### src/rtl/core/tssg_pkg.sv
// Package for the touch strip scroll gesture engine.
// Holds the codes, the register reset values and the widths of the shared divider.
// It depends on nothing else.
package tssg_pkg;

    localparam int SENSORS_DEF     = 6;
    localparam int MAX_DETENTS_DEF = 16;

    localparam int DIV_W = 42;
    localparam int DIV_CNT_W = $clog2(DIV_W);

    localparam logic [15:0] TAP_LIMIT_RST = 16'd200;
    localparam logic [6:0]  DECAY_RST     = 7'd95;
    localparam logic [9:0]  TICK_RST      = 10'd20;
    localparam logic        MOM_EN_RST    = 1'b1;

    localparam logic [1:0] OP_PRESS   = 2'd0;
    localparam logic [1:0] OP_RELEASE = 2'd1;
    localparam logic [1:0] OP_TICK    = 2'd2;

    localparam logic [1:0] CFG_TAP_LIMIT = 2'd0;
    localparam logic [1:0] CFG_DECAY     = 2'd1;
    localparam logic [1:0] CFG_TICK      = 2'd2;
    localparam logic [1:0] CFG_MOM_EN    = 2'd3;

    typedef enum logic [1:0] {
        MODE_IDLE  = 2'd0,
        MODE_TOUCH = 2'd1,
        MODE_COAST = 2'd2
    } mode_t;

    typedef enum logic [5:0] {
        ST_IDLE   = 6'b000001,
        ST_MUL    = 6'b000010,
        ST_DIV    = 6'b000100,
        ST_FIN    = 6'b001000,
        ST_COMMIT = 6'b010000,
        ST_EMIT   = 6'b100000
    } state_t;

    typedef enum logic [2:0] {
        STEP_CENT = 3'd0,
        STEP_RAW  = 3'd1,
        STEP_V1   = 3'd2,
        STEP_V2   = 3'd3,
        STEP_DEC  = 3'd4,
        STEP_DLT  = 3'd5
    } step_t;

endpackage

### src/rtl/core/touch_strip_scroll_gesture.sv
// Top level of the touch strip scroll gesture engine.
// Uses tssg_pkg; one shared multiply and restoring divide unit under a sequencer.

// An input word that needs no arithmetic (idle press, tap release, ignored pad,
// tick outside momentum) is handled in the idle state. A touch update runs up to
// four multiply-then-divide passes (one when no time has passed since the last
// update) and a momentum tick up to two (one when the speed decays below the stop
// threshold), each pass going through the shared unit as a multiply step, 42
// one-bit divide steps and a finish step. The block accepts no input word
// while it computes or while detent words wait to be taken.
module touch_strip_scroll_gesture
    #(
        parameter int SENSORS     = tssg_pkg::SENSORS_DEF,
        parameter int MAX_DETENTS = tssg_pkg::MAX_DETENTS_DEF
    )
    (
        input  logic        clk,
        input  logic        rst_n,
        input  logic        cfg_we,
        input  logic [1:0]  cfg_index,
        input  logic [15:0] cfg_data,
        input  logic        in_valid,
        output logic        in_ready,
        input  logic [1:0]  op,
        input  logic [2:0]  pad,
        input  logic [31:0] time_ms,
        output logic        out_valid,
        input  logic        out_ready,
        output logic        direction,
        output logic        last
    );
    import tssg_pkg::*;

    localparam int CNT_W = $clog2(MAX_DETENTS + 1);
    localparam int SUM_W = $clog2(SENSORS * SENSORS * 128 + 1);
    localparam int NUM_W = $clog2(SENSORS + 1);

    logic [15:0] tap_limit_reg;
    logic [6:0]  decay_reg;
    logic [9:0]  tick_reg;
    logic        mom_en_reg;

    state_t state_reg, state_next;
    step_t  step_reg, step_next;
    mode_t  mode_reg, mode_next;
    logic [SENSORS-1:0] mask_reg, mask_next;
    logic [11:0] pos_reg, pos_next;
    logic signed [31:0] vel_reg, vel_next;
    logic [31:0] ltime_reg, ltime_next;
    logic signed [31:0] coast_reg, coast_next;
    logic signed [15:0] accum_reg, accum_next;
    logic [31:0] tstart_reg, tstart_next;
    logic [2:0]  spad_reg, spad_next;
    logic        moved_reg, moved_next;

    logic        press_reg, press_next;
    logic        trk_reg, trk_next;
    logic [31:0] now_reg, now_next;
    logic [11:0] np_reg, np_next;
    logic signed [31:0] raw_reg, raw_next;
    logic signed [31:0] t1_reg, t1_next;
    logic signed [16:0] sdelta_reg, sdelta_next;

    logic signed [31:0] opa_reg, opa_next;
    logic [9:0]  opb_reg, opb_next;
    logic [31:0] opd_reg, opd_next;
    logic        neg_reg, neg_next;
    logic [DIV_W-1:0] quo_reg, quo_next;
    logic [31:0] rem_reg, rem_next;
    logic [DIV_CNT_W-1:0] dcnt_reg, dcnt_next;

    logic [CNT_W-1:0] left_reg, left_next;
    logic        dir_reg, dir_next;

    logic [SENSORS-1:0] pad_bit, mask_new;
    logic [SUM_W-1:0] csum;
    logic [NUM_W-1:0] ccnt;
    logic        pad_ok;
    logic [31:0] a_mag;
    logic [32:0] trial;
    logic signed [DIV_W:0] res;
    logic signed [12:0] delta13;
    logic [31:0] dt;
    logic signed [12:0] off;
    logic signed [17:0] ssum;
    logic [17:0] smag;
    logic [9:0]  sq;
    logic signed [31:0] vsat;

    assign in_ready  = (state_reg == ST_IDLE);
    assign out_valid = (state_reg == ST_EMIT);
    assign direction = dir_reg;
    assign last      = (left_reg == CNT_W'(1));

    assign pad_ok  = ({1'b0, pad} < 4'(SENSORS));
    assign pad_bit = SENSORS'(1) << pad;
    assign mask_new = (op == OP_PRESS) ? (mask_reg | pad_bit) : (mask_reg & ~pad_bit);

    // Centroid numerator and pad count over the new pad mask.
    always_comb
    begin
        csum = '0;
        ccnt = '0;
        for (int i = 0; i < SENSORS; i++)
        begin
            if (mask_new[i])
            begin
                csum = csum + SUM_W'(i * 256);
                ccnt = ccnt + NUM_W'(1);
            end
        end
    end

    assign a_mag = opa_reg[31] ? 32'(-opa_reg) : 32'(opa_reg);
    assign trial = {rem_reg, quo_reg[DIV_W-1]};
    assign res   = neg_reg ? -$signed({1'b0, quo_reg}) : $signed({1'b0, quo_reg});

    assign delta13 = $signed({1'b0, res[11:0]}) - $signed({1'b0, pos_reg});
    assign dt      = now_reg - ltime_reg;
    assign off     = $signed({1'b0, np_reg}) - $signed({2'b0, spad_reg, 8'b0});
    assign ssum    = 18'(accum_reg) + 18'(sdelta_reg);
    assign smag    = ssum[17] ? 18'(-ssum) : 18'(ssum);
    assign sq      = smag[17:8];

    always_comb
    begin
        if (res > $signed(43'sh0_7FFF_FFFF))
            vsat = 32'sh7FFF_FFFF;
        else if (res < -$signed(43'sh0_8000_0000))
            vsat = -32'sh7FFF_FFFF - 32'sd1;
        else
            vsat = res[31:0];
    end

    always_comb
    begin
        state_next  = state_reg;
        step_next   = step_reg;
        mode_next   = mode_reg;
        mask_next   = mask_reg;
        pos_next    = pos_reg;
        vel_next    = vel_reg;
        ltime_next  = ltime_reg;
        coast_next  = coast_reg;
        accum_next  = accum_reg;
        tstart_next = tstart_reg;
        spad_next   = spad_reg;
        moved_next  = moved_reg;
        press_next  = press_reg;
        trk_next    = trk_reg;
        now_next    = now_reg;
        np_next     = np_reg;
        raw_next    = raw_reg;
        t1_next     = t1_reg;
        sdelta_next = sdelta_reg;
        opa_next    = opa_reg;
        opb_next    = opb_reg;
        opd_next    = opd_reg;
        neg_next    = neg_reg;
        quo_next    = quo_reg;
        rem_next    = rem_reg;
        dcnt_next   = dcnt_reg;
        left_next   = left_reg;
        dir_next    = dir_reg;

        case (state_reg)
            ST_IDLE:
            begin
                if (in_valid)
                begin
                    now_next   = time_ms;
                    press_next = (op == OP_PRESS);
                    trk_next   = 1'b1;
                    if (op == OP_PRESS && pad_ok)
                    begin
                        mask_next = mask_new;
                        if (mode_reg == MODE_IDLE)
                        begin
                            mode_next   = MODE_TOUCH;
                            tstart_next = time_ms;
                            spad_next   = pad;
                            moved_next  = 1'b0;
                            accum_next  = '0;
                            vel_next    = '0;
                            pos_next    = {1'b0, pad, 8'b0};
                            ltime_next  = time_ms;
                        end
                        else if (mode_reg == MODE_TOUCH)
                        begin
                            state_next = ST_MUL;
                            step_next  = STEP_CENT;
                            opa_next   = 32'(csum);
                            opb_next   = 10'd1;
                            opd_next   = 32'(ccnt);
                        end
                    end
                    else if (op == OP_RELEASE && pad_ok)
                    begin
                        mask_next = mask_new;
                        if (mode_reg == MODE_TOUCH)
                        begin
                            if (mask_new == '0)
                            begin
                                if ((time_ms - tstart_reg) < {16'b0, tap_limit_reg} &&
                                    !moved_reg)
                                begin
                                    mode_next = MODE_IDLE;
                                    if (spad_reg <= 3'd1)
                                    begin
                                        state_next = ST_EMIT;
                                        left_next  = CNT_W'(1);
                                        dir_next   = 1'b1;
                                    end
                                    else if ({1'b0, spad_reg} >= 4'(SENSORS - 2))
                                    begin
                                        state_next = ST_EMIT;
                                        left_next  = CNT_W'(1);
                                        dir_next   = 1'b0;
                                    end
                                end
                                else if (mom_en_reg &&
                                         (vel_reg > 32'sd256 || vel_reg < -32'sd256))
                                begin
                                    coast_next = vel_reg;
                                    mode_next  = MODE_COAST;
                                end
                                else
                                begin
                                    mode_next = MODE_IDLE;
                                end
                            end
                            else
                            begin
                                state_next = ST_MUL;
                                step_next  = STEP_CENT;
                                opa_next   = 32'(csum);
                                opb_next   = 10'd1;
                                opd_next   = 32'(ccnt);
                            end
                        end
                    end
                    else if (op == OP_TICK && mode_reg == MODE_COAST)
                    begin
                        state_next = ST_MUL;
                        step_next  = STEP_DEC;
                        trk_next   = 1'b0;
                        opa_next   = coast_reg;
                        opb_next   = {3'b0, decay_reg};
                        opd_next   = 32'd100;
                    end
                end
            end

            ST_MUL:
            begin
                // An empty mask divides zero by one, which gives a centroid of zero.
                if (opd_reg == '0)
                    opd_next = 32'd1;
                quo_next   = DIV_W'({10'b0, a_mag} * {32'b0, opb_reg});
                neg_next   = opa_reg[31];
                rem_next   = '0;
                dcnt_next  = '0;
                state_next = ST_DIV;
            end

            ST_DIV:
            begin
                if (trial >= {1'b0, opd_reg})
                begin
                    rem_next = 32'(trial - {1'b0, opd_reg});
                    quo_next = {quo_reg[DIV_W-2:0], 1'b1};
                end
                else
                begin
                    rem_next = trial[31:0];
                    quo_next = {quo_reg[DIV_W-2:0], 1'b0};
                end
                dcnt_next = dcnt_reg + DIV_CNT_W'(1);
                if (dcnt_reg == DIV_CNT_W'(DIV_W - 1))
                    state_next = ST_FIN;
            end

            ST_FIN:
            begin
                state_next = ST_MUL;
                case (step_reg)
                    STEP_CENT:
                    begin
                        np_next     = res[11:0];
                        sdelta_next = 17'(delta13);
                        if (dt != '0)
                        begin
                            step_next = STEP_RAW;
                            opa_next  = 32'(delta13);
                            opb_next  = 10'd1000;
                            opd_next  = dt;
                        end
                        else
                        begin
                            state_next = ST_COMMIT;
                        end
                    end
                    STEP_RAW:
                    begin
                        raw_next  = res[31:0];
                        step_next = STEP_V1;
                        opa_next  = vel_reg;
                        opb_next  = 10'd7;
                        opd_next  = 32'd10;
                    end
                    STEP_V1:
                    begin
                        t1_next   = res[31:0];
                        step_next = STEP_V2;
                        opa_next  = raw_reg;
                        opb_next  = 10'd3;
                        opd_next  = 32'd10;
                    end
                    STEP_V2:
                    begin
                        vel_next   = t1_reg + res[31:0];
                        state_next = ST_COMMIT;
                    end
                    STEP_DEC:
                    begin
                        coast_next = vsat;
                        if (vsat > -32'sd256 && vsat < 32'sd256)
                        begin
                            mode_next  = MODE_IDLE;
                            state_next = ST_IDLE;
                        end
                        else
                        begin
                            step_next = STEP_DLT;
                            opa_next  = vsat;
                            opb_next  = tick_reg;
                            opd_next  = 32'd1000;
                        end
                    end
                    STEP_DLT:
                    begin
                        if (res > 43'sd32767)
                            sdelta_next = 17'sd32767;
                        else if (res < -43'sd32768)
                            sdelta_next = -17'sd32768;
                        else
                            sdelta_next = res[16:0];
                        state_next = ST_COMMIT;
                    end
                    default:
                    begin
                        state_next = ST_IDLE;
                    end
                endcase
            end

            ST_COMMIT:
            begin
                if (trk_reg)
                begin
                    pos_next   = np_reg;
                    ltime_next = now_reg;
                    if (press_reg && (off > 13'sd256 || off < -13'sd256))
                        moved_next = 1'b1;
                end
                // Whole detents leave the accumulator; the remainder keeps its sign.
                accum_next = ssum[17] ? -16'(smag[7:0]) : 16'(smag[7:0]);
                dir_next   = ssum[17];
                if (sq == '0)
                begin
                    state_next = ST_IDLE;
                end
                else
                begin
                    state_next = ST_EMIT;
                    left_next  = (sq > 10'(MAX_DETENTS)) ? CNT_W'(MAX_DETENTS) : CNT_W'(sq);
                end
            end

            ST_EMIT:
            begin
                if (out_ready)
                begin
                    left_next = left_reg - CNT_W'(1);
                    if (left_reg == CNT_W'(1))
                        state_next = ST_IDLE;
                end
            end

            default:
            begin
                state_next = ST_IDLE;
            end
        endcase
    end

    always_ff @(posedge clk or negedge rst_n)
    begin
        if (!rst_n)
        begin
            tap_limit_reg <= TAP_LIMIT_RST;
            decay_reg     <= DECAY_RST;
            tick_reg      <= TICK_RST;
            mom_en_reg    <= MOM_EN_RST;
        end
        else if (cfg_we)
        begin
            case (cfg_index)
                CFG_TAP_LIMIT: tap_limit_reg <= cfg_data;
                CFG_DECAY:     decay_reg     <= cfg_data[6:0];
                CFG_TICK:      tick_reg      <= cfg_data[9:0];
                CFG_MOM_EN:    mom_en_reg    <= cfg_data[0];
                default:       mom_en_reg    <= mom_en_reg;
            endcase
        end
    end

    always_ff @(posedge clk or negedge rst_n)
    begin
        if (!rst_n)
        begin
            state_reg  <= ST_IDLE;
            step_reg   <= STEP_CENT;
            mode_reg   <= MODE_IDLE;
            mask_reg   <= '0;
            pos_reg    <= '0;
            vel_reg    <= '0;
            ltime_reg  <= '0;
            coast_reg  <= '0;
            accum_reg  <= '0;
            tstart_reg <= '0;
            spad_reg   <= '0;
            moved_reg  <= 1'b0;
            left_reg   <= '0;
            dcnt_reg   <= '0;
        end
        else
        begin
            state_reg  <= state_next;
            step_reg   <= step_next;
            mode_reg   <= mode_next;
            mask_reg   <= mask_next;
            pos_reg    <= pos_next;
            vel_reg    <= vel_next;
            ltime_reg  <= ltime_next;
            coast_reg  <= coast_next;
            accum_reg  <= accum_next;
            tstart_reg <= tstart_next;
            spad_reg   <= spad_next;
            moved_reg  <= moved_next;
            left_reg   <= left_next;
            dcnt_reg   <= dcnt_next;
        end
    end

    always_ff @(posedge clk)
    begin
        press_reg  <= press_next;
        trk_reg    <= trk_next;
        now_reg    <= now_next;
        np_reg     <= np_next;
        raw_reg    <= raw_next;
        t1_reg     <= t1_next;
        sdelta_reg <= sdelta_next;
        opa_reg    <= opa_next;
        opb_reg    <= opb_next;
        opd_reg    <= opd_next;
        neg_reg    <= neg_next;
        quo_reg    <= quo_next;
        rem_reg    <= rem_next;
        dir_reg    <= dir_next;
    end

endmodule

### config.mk
export PLATFORM = sky130hd
export DESIGN_NAME = touch_strip_scroll_gesture
export DESIGN_NICKNAME = d
export VERILOG_FILES = /design/src/rtl/core/tssg_pkg.sv /design/src/rtl/core/touch_strip_scroll_gesture.sv
export SDC_FILE = /design/constraint.sdc
export NUM_CORES = 2
export LEC_CHECK = 0
export ABC_AREA = 1
export BUFFER_PORTS_ARGS = -buffer_cell sky130_fd_sc_hd__buf_2
export CORE_MARGIN = 10
export CORE_UTILIZATION = 60
export DETAILED_ROUTE_END_ITERATION = 10
export GPL_TIMING_DRIVEN = 1
export HOLD_SLACK_MARGIN = 0.08
export PLACE_DENSITY_LB_ADDON = 0.12
export SLEW_MARGIN = 20
export SYNTH_ARGS = -nofsm -noshare
export SYNTH_HDL_FRONTEND = slang
export SYNTH_SLANG_ARGS = --single-unit
### constraint.sdc
create_clock -name clk -period 9.85 [get_ports clk]
set_input_delay 1.4775 -clock clk [delete_from_list [all_inputs] [get_ports clk]]
set_output_delay 1.4775 -clock clk [all_outputs]
set_load 0.005 [all_outputs]
==> run metrics <==
CTS sink cnt=498; commonest non-fill, non-tap cell in the layout=nand2_1; Max Fanout on Critical Path=12; initial drt markers=about 4300; drc violations=0; Rel. slew slack=between 20% and 30%; Reg area=about 14000 sq um; GRT Total Usage=around 30%; Max Root-Sink Buffers=3; Vias per Instance=just under 6; Setup crit start kind=flop; Post-synth EDFFs=~280; most used cell, CP=inv_1; final wirelength=around 120000 um; register area share after synthesis=~33%; Final Critical Period=a little over 8 ns; Layout area overhead=7.939%; H-tree depth=2; filler cell count=between 6000 and 7000; Syn Nets=5883; FMAX=between 0.1 and 0.15 GHz; footprint of the multi-input gates=24790 sq um; first-pass GRT wire length=195700 um; area share of the largest cell type after synthesis=~20%; max FFs per register=42; Die Span X=roughly 290 um; vias after detailed routing=~37000; YS warnings=0; core area=69790 sq um; compound-gate portion of the synthesized area=between 10% and 20%; dpl hpwl=between 90000 and 100000 um; crit share post-route=83.02%; final number of setup-violating endpoints=0; Initial Util=about three fifths; Gate Count Post-Synth=5311; WP buf/inv=8; Critical Path Stages=36; adder-cell share of the synthesized area=19.56%; Critical Path RT=about 10 ns; vias in the first global route=35370; multiplexer share of the synthesized area=less than 1%; reg2reg path depth=36; setup ws final=about 1.7 ns; Crit Path Class=flop to flop; Async SR Flop Fraction=between 40% and 50%; main combinational cell family by area after synthesis=simple AND/OR/NAND/NOR gates; synthesized area=42160 sq um; Hold Path Depth=2; post-synth cell types=~70; CP max-delay cell=edfxtp_1; Port Buffer Count=63; Slew Limit Fails=0; Setup TNS=0 ns; Seq cells post-synth=around 500; antenna violations before repair=7; Post-CTS Setup Bufs=0; share of cells above drive strength 1=under 10%; clk_skew=0.04971 ns; largest net degree at the start of global routing=86; Final Wtd Congestion=about 0.95; pre-CTS setup slack=1.699 ns; Yosys top cell by area=edfxtp_1; Slew @ Worst Pin=approximately 1.1 ns; grt total ovfl=0; crit-path max cell delay=approximately 0.55 ns; status=completed; DR WL/cell=about 19 um; post-route ant nets=0; Clock Latency Late Sink=between 0.6 and 0.7 ns; post_cts resized=0; TritonRoute pass-1 iters=8; Mean Syn Cell Area=7.938 sq um; TritonCTS buffer count=57; Die Area=about 81000 sq um; Top delay family on crit path=adder cells; Fin. Hold Viols=0; Hold Path Class=flop to flop; Core Rows=97; number of max-cap violations=0; most frequent cells in the layout=nand2_1, inv_1, nor2_1; Critical Path End Type=flop; final net count=between 5000 and 6000; I/O pins=64; CTS tree=yes; Most used DFF post-synth=edfxtp_1; Synth Area in XOR/XNOR=4.093%; top cells by area, synth=edfxtp_1, dfrtp_1, fa_1; root buf cell=clkbuf_16; Clock Pin Slew Worst Setup and Hold Paths=approximately 0.06 ns; die height=about 290 um; simple-gate share of the synthesized area=roughly a fifth; hold_buf cts=0; RSZ-0062 raised after global routing=false; Crit path arrival time=~8.5 ns
-- final cells by class --
cell class	count	area share, %
tap	940	2.585
clock inverter	37	0.9541
inverter	801	6.607
timing repair buffer	114	1.556
antenna	3	0.01650
clock buffer	71	3.338
multi-input combinational	3870	54.47
sequential	498	30.47
-- synthesized netlist by cell type, drive strengths merged (18+ instances only) --
cell	instances
nand2	1184
inv	791
nor2	553
o21ai	428
a21oi	351
edfxtp	277
ha	267
fa	245
dfrtp	208
nand3	154
xor2	117
clkbuf	112
xnor2	80
nand4	71
nor3	55
o211ai	45
or2	38
nor4	32
o22ai	31
buf	30
a31oi	26
a21o	25
o21a	21
o21bai	18
-- kinds of logic after synthesis --
family,count (synthesis)
AO/OA/AOI/OAI,1055
flip-flops,498
XOR/XNOR,197
multiplexers,1
buffers and inverters,943
AND/OR/NAND/NOR,2105
adder cells (fa/ha/maj),512
-- metal layers --
layer	vias to the layer above	GRT usage (%)	routed length, um
met3	213	4.724	11900
li1	17540	-	-
met4	0	7.330	3346
met1	17560	45.10	55490
met2	1687	44.56	51700
met5	-	0	0
-- metrics by stage --
stage          hold slack [ns]  utilization, %  instance area (sq um)  std cells
3_5_place_dp            0.4705           62.35                  43510       6223
5_1_grt                 0.4945           65.20                  45500       6332
3_3_place_gp            0.4628           62.35                  43510       6223
4_1_cts                 0.4835           65.15                  45470       6331
2_1_floorplan           0.4244               -                  42160       5311
6_report                0.4839           65.20                  45500       6334
-- final timing paths --
check                               from  slack [ns]           endpoint
hold / removal             coast_reg[31]        0.48      coast_reg[31]
hold reg to reg            coast_reg[31]        0.48      coast_reg[31]
min in group asynchronous          rst_n        0.80  tap_limit_reg[13]
setup / recovery              opa_reg[0]        1.67        quo_reg[39]
max in group asynchronous          rst_n        7.54      coast_reg[29]
setup reg to reg              opa_reg[0]        1.67        quo_reg[39]
-- worst register-to-register path: cells and delay by family (launching register included) --
kind / cells / cell delay, ns
adder cells (fa/ha/maj): 7 / 3.12
XOR/XNOR: 1 / 0.30
AND/OR/NAND/NOR: 13 / 1.69
buffers and inverters: 8 / 0.71
flip-flops: 1 / 0.55
AO/OA/AOI/OAI: 7 / 1.55
Power is left out: the tool's default activity adds up to more than one toggle a clock period on the data nets, which glitch-free logic cannot reach.
